`src/hw/rtl/dpfrc_pkg.sv`:
```
package dpfrc_pkg;

	localparam int ID_W   = 16;
	localparam int TIME_W = 32;
	localparam int CFG_W  = 11;
	localparam int CNT_W  = 11;

	localparam logic [1:0] MODE_ADD     = 2'd0;
	localparam logic [1:0] MODE_FORWARD = 2'd1;
	localparam logic [1:0] MODE_COUNT   = 2'd2;

	typedef struct packed {
		logic [1:0]        mode;
		logic [ID_W-1:0]   source;
		logic [ID_W-1:0]   destination;
		logic [TIME_W-1:0] timestamp;
		logic [TIME_W-1:0] start_time;
		logic [TIME_W-1:0] end_time;
	} req_t;

	typedef struct packed {
		logic              accepted;
		logic              packet_valid;
		logic [ID_W-1:0]   out_source;
		logic [ID_W-1:0]   out_destination;
		logic [TIME_W-1:0] out_timestamp;
		logic [CNT_W-1:0]  match_count;
	} rsp_t;

	typedef struct packed {
		logic [ID_W-1:0]   src;
		logic [ID_W-1:0]   dst;
		logic [TIME_W-1:0] ts;
	} pkt_t;

	typedef struct packed {
		logic start;
		logic scan;
		logic commit;
	} cmd_t;

	typedef struct packed {
		logic scan_done;
		logic out_busy;
	} sts_t;

endpackage

```
`src/hw/rtl/dpfrc_ctrl.sv`:
```
module dpfrc_ctrl (
	input  logic              clk,
	input  logic              arst_n,
	input  logic              req_valid,
	output logic              req_stall,
	input  dpfrc_pkg::sts_t   sts,
	output dpfrc_pkg::cmd_t   cmd
);

	typedef enum logic [1:0] {
		ST_IDLE,
		ST_SCAN,
		ST_COMMIT
	} state_t;

	state_t state_q;
	logic   stall_q;

	assign req_stall = stall_q;

	always_comb begin
		cmd.start  = (state_q == ST_IDLE) && req_valid;
		cmd.scan   = (state_q == ST_SCAN);
		cmd.commit = (state_q == ST_COMMIT) && !sts.out_busy;
	end

	always_ff @(posedge clk or negedge arst_n) begin
		if (!arst_n) begin
			state_q <= ST_IDLE;
			stall_q <= 1'b0;
		end else begin
			unique case (state_q)
				ST_IDLE: begin
					if (req_valid) begin
						state_q <= ST_SCAN;
						stall_q <= 1'b1;
					end
				end
				ST_SCAN: begin
					if (sts.scan_done) begin
						state_q <= ST_COMMIT;
					end
				end
				ST_COMMIT: begin
					if (!sts.out_busy) begin
						state_q <= ST_IDLE;
						stall_q <= 1'b0;
					end
				end
				default: begin
					state_q <= ST_IDLE;
					stall_q <= 1'b0;
				end
			endcase
		end
	end

endmodule

```
`config.mk`:
```
export PLATFORM = sky130hd
export DESIGN_NAME = dpfrc_ctrl
export DESIGN_NICKNAME = d
export VERILOG_FILES = /design/src/hw/rtl/dpfrc_pkg.sv /design/src/hw/rtl/dpfrc_ctrl.sv
export SDC_FILE = /design/constraint.sdc
export NUM_CORES = 1
export LEC_CHECK = 0
export BUFFER_PORTS_ARGS = -buffer_cell sky130_fd_sc_hd__buf_2
export CAP_MARGIN = 10
export CORE_AREA = 2 2 39 41
export DETAILED_ROUTE_END_ITERATION = 6
export DIE_AREA = 0 0 41 43
export PLACE_DENSITY = 0.4
export REMOVE_ABC_BUFFERS = 1
export SYNTH_ARGS = -nofsm -noshare
export SYNTH_HDL_FRONTEND = slang
export SYNTH_SLANG_ARGS = --single-unit
export TNS_END_PERCENT = 30
```
`constraint.sdc`:
```
create_clock -name clk -period 1.3 [get_ports clk]
set_input_delay 0.13 -clock clk [delete_from_list [all_inputs] [get_ports clk]]
set_output_delay 0.13 -clock clk [all_outputs]
set_load 0.01 [all_outputs]
```
# Word level (Yosys, flattened, before mapping)
# Cells that the tools add are included.
# totals
ff_bits,3
elab_cells,21
input_bits,5
out_inout_bits,4
# classes
n_reduce_logical,6
bitwise,1
mux,7
n_eq_ne,5
# ops
operator,count
$mux W2,3
$ne A2 B2 Y1 const B,3
$pmux W2 S3,1
$reduce_and A3 Y1,2
$pmux W1 S3,1
$eq A2 B1 Y1 const B,1
$eq A2 B2 Y1 const B,1
$logic_and A1 B1 Y1,2
$logic_not A2 Y1,1
$mux W1,2
$logic_not A1 Y1,1
$not A1 Y1,1

# Longest topological paths before layout
# depth
depth_word,3
ltp_mapped,3
mapped_depth_nobuf,3

# Least setup slack after synthesis
# Ideal clock, no wire load.
# synth_path
path_kind,reg2out
start,register state_q[1]
end,output cmd[0] (netlist bit)
path_stages_with_launch,2
slack_ns,0.388
required_ns,1.170
path_buffers,0
arrival_ns,0.782
path_cell_list,dfrtp_1 > nor3b_1
# synth_rtl
element,line,rtl
"start, declared",dpfrc_ctrl.sv:16,state_t state_q;
"start signal, assigned",dpfrc_ctrl.sv:29,state_q <= ST_IDLE;
"start signal, assigned",dpfrc_ctrl.sv:35,state_q <= ST_SCAN;
"start signal, assigned",dpfrc_ctrl.sv:41,state_q <= ST_COMMIT;
"end, declared",dpfrc_ctrl.sv:7,output dpfrc_pkg::cmd_t cmd

==> load_flow_metrics.sql <==
INSERT INTO impl_metrics (metric_group, metric, value, unit) VALUES
('placed_design', 'numPlacedInstances', '40', ''),
('route', 'vias_per_cell', '3.422', ''),
('clock_tree', 'cts_max_level', '1', ''),
('pwr', 'finalPower', '0.4777', 'mW'),
('synth', 'synth_cell_types', '12', ''),
('global_routing', 'grt_pass1_wl', '565', 'um'),
('timing', 'finalHoldViolCount', '0', ''),
('placed_design', 'port_bufs', '8', ''),
('route', 'drt_pre_antenna_iters', '3', ''),
('synth', 'post_synth_inst_count', '16', ''),
('finish', 'stdcell_area', '260.3', 'um^2'),
('synth', 'synth.top_cells.by_area', 'sky130_fd_sc_hd__dfrtp_1, sky130_fd_sc_hd__nor2b_4, sky130_fd_sc_hd__mux2i_1, sky130_fd_sc_hd__a21oi_2, sky130_fd_sc_hd__and2b_2', ''),
('worst_setup_path', 'crit_chain', 'nor2b_2, and2b_2, buf_2', ''),
('timing', 'timing_max_transition_violations_final', '0', ''),
('worst_setup_path', 'cp-start-kind', 'flip-flop', ''),
('global_routing', 'grt_start_max_net_pins', '7', ''),
('timing', 'slew_headroom', '87.36', '%'),
('timing', 'final.setup_skew', '0.003295', 'ns'),
('worst_setup_path', 'worst-setup-path-type', 'flip-flop to primary output', ''),
('pwr', 'worst_ir_drop_vdd', '0.0004835', 'V'),
('clock_tree', 'cts-root-buf', 'sky130_fd_sc_hd__clkbuf_4', ''),
('global_routing', 'global_route.overflow_total', '0', ''),
('worst_setup_path', 'ff2ff_setup_slack', '0.44', 'ns'),
('synth', 'synthesis.yosys.warnings', '0', ''),
('finish', 'layout-drive-gt1-share', '55.17', '%'),
('floorplanning', 'dieArea', '1763', 'um^2'),
('clock_tree', 'cts.sink_count', '3', ''),
('worst_setup_path', 'setup.worst_path.end_class', 'primary output', ''),
('synth', 'synth.yosys.seq_area_share', '46.15', '%'),
('route', 'dr_wl_cell', '8.022', 'um'),
('finish', 'areaGrowthSynthToFinish', '60.00', '%'),
('clock_tree', 'cts_max_path_buffers', '2', ''),
('synth', 'syn-mean-instance-area', '10.17', 'um^2'),
('clock_tree', 'cts_inserted_buffers', '3', ''),
('floorplanning', 'die-height', '43', 'um'),
('worst_setup_path', 'timing.critical_path.slowest_stage_cell', 'sky130_fd_sc_hd__dfrtp_2', ''),
('pwr', 'p_leak', '0.1310', 'nW'),
('worst_setup_path', 'endpoint', 'cmd[2]', ''),
('clock_tree', 'clock_latency', '0.23', 'ns'),
('timing', 'min_tclk_post_route', '1.211', 'ns'),
('worst_setup_path', 'r2r-start', 'state_q[0]$_DFFE_PN0P_', ''),
('floorplanning', 'standard_cell_core_area', '1384', 'um^2'),
('placed_design', 'place_area', '222.7', 'um^2'),
('synth', 'synth_seq_cells', '3', ''),
('worst_setup_path', 'cp.arrival', '1.08', 'ns'),
('finish', 'layout_common_cells', 'sky130_fd_sc_hd__buf_2, sky130_fd_sc_hd__clkbuf_4, sky130_fd_sc_hd__nand2_1, sky130_fd_sc_hd__inv_1, sky130_fd_sc_hd__dfrtp_1', ''),
('floorplanning', 'start_util', '11.75', '%'),
('route', 'totalWireLength', '361', 'um'),
('worst_setup_path', 'cpPeakStageDelay', '0.44', 'ns'),
('route', 'detailroute.via_count', '154', ''),
('pwr', 'power_density', '1835', 'nW/um^2'),
('timing', 'timing_worst_slew_pin_value', '0.1876', 'ns'),
('synth', 'cell_type_with_the_highest_aggregate_area_in_the_netlist', 'sky130_fd_sc_hd__dfrtp_1', ''),
('clock_tree', 'clk_pin_slew', '0.03', 'ns'),
('worst_setup_path', 'crit_path_start', 'state_q[1]$_DFFE_PN0P_', ''),
('timing', 'clock.fmax', '0.8260', 'GHz'),
('placed_design', 'routabilityCongestion', '0.5229', ''),
('floorplanning', 'placement_rows', '14', ''),
('route', 'postRouteAntennaNets', '0', ''),
('global_routing', 'grt_pass1_vias', '141', ''),
('finish', 'nets', '35', ''),
('timing', 'grt_setup_unrepaired', 'false', ''),
('route', 'drt_iter0_drc', '2', ''),
('run_status', 'outcome', 'finished, final reports clean', ''),
('route', 'detail_route.drc_violations', '0', ''),
('floorplanning', 'chipWidth', '41', 'um'),
('synth', 'post_synth_instance_area', '162.7', 'um^2'),
('finish', 'final_common_cell', 'sky130_fd_sc_hd__buf_2', ''),
('clock_tree', 'cts_tree', 'done', ''),
('floorplanning', 'design.portCount', '9', ''),
('run', 'max_cap_violations', '0', '');
## synth_stat cells
master                    n
sky130_fd_sc_hd__a21oi_2  1
sky130_fd_sc_hd__nor2_1   1
sky130_fd_sc_hd__nand2_1  2
sky130_fd_sc_hd__o21ai_0  1
sky130_fd_sc_hd__nor3b_1  1
sky130_fd_sc_hd__nor2b_4  1
sky130_fd_sc_hd__nor2b_2  1
sky130_fd_sc_hd__mux2i_1  1
sky130_fd_sc_hd__inv_1    2
sky130_fd_sc_hd__and2b_2  1
sky130_fd_sc_hd__dfrtp_1  3
sky130_fd_sc_hd__o22ai_1  1
## cell type report
class                      instances  area [um^2]
fill                             151         1124
multi-input combinational         11        80.08
sequential                         3        76.32
timing repair buffer               9        50.05
clock buffer                       4        26.28
tap                               16        20.02
inverter                           2        7.507
## logic make-up after synthesis
logic type / Yosys count / synth area share (%)
muxes: 1 / 6.154
AOI/OAI and AO/OA: 3 / 12.31
and+or+nand+nor: 7 / 30.77
buffers and inverters: 2 / 4.617
DFF: 3 / 46.15
## power by group
group          internal [mW]  switching (mW)
logic                 0.0799          0.0648
registers              0.128          0.0443
clock network          0.115          0.0460
## per-stage QoR
stage	util, %	setup WS (ns)	hold WS [ns]
final	18.81	0.08937	0.1655
after floorplan	-	0.3876	-0.1656
after CTS	18.72	0.05366	0.1600
after global placement	16.09	0.3185	-0.07355
after global routing	18.81	0.01390	0.1781
after detailed placement	16.09	0.3040	-0.07280
## worst min-delay path by stage
stage | startpoint | endpoint | cells past startpoint
6_report | sts[1] | state_q[1]$_DFFE_PN0P_ | 3
5_1_grt | sts[1] | state_q[1]$_DFFE_PN0P_ | 3
4_1_cts | sts[1] | state_q[1]$_DFFE_PN0P_ | 3
3_5_place_dp | arst_n | state_q[0]$_DFFE_PN0P_ | 1
3_3_place_gp | arst_n | state_q[0]$_DFFE_PN0P_ | 1
2_1_floorplan | arst_n | req_stall$_DFFE_PN0P_ | 0
## repair_timing
item                                   in CTS  in global routing
setup endpoints to repair                   0                  1
setup buffers                               0                  0
gates resized for setup                     0                  1
endpoints found under the hold margin       3                  0
hold buffers                                1                  0
## routing by layer
metal | GRT usage (%) | wire length [um] | share of wire, % | vias up
met5 | 0 | 0 | 0 | -
met4 | 8.000 | 0 | 0 | 0
met3 | 3.141 | 51 | 14 | 0
met2 | 4.688 | 127 | 35 | 8
met1 | 7.143 | 182 | 50 | 68
li1 | - | - | - | 78
## registers in the layout, indices dropped and copies added (netlist names)
signal     cells
state_q        2
req_stall      1
## worst register-to-register path: stages (launching register included)
cell                      delay [ns]
sky130_fd_sc_hd__dfrtp_1        0.42
sky130_fd_sc_hd__nor2b_4        0.15
sky130_fd_sc_hd__nand2_1        0.06
sky130_fd_sc_hd__o21ai_0        0.09
Note: power is estimated with default switching activity, not from simulation.
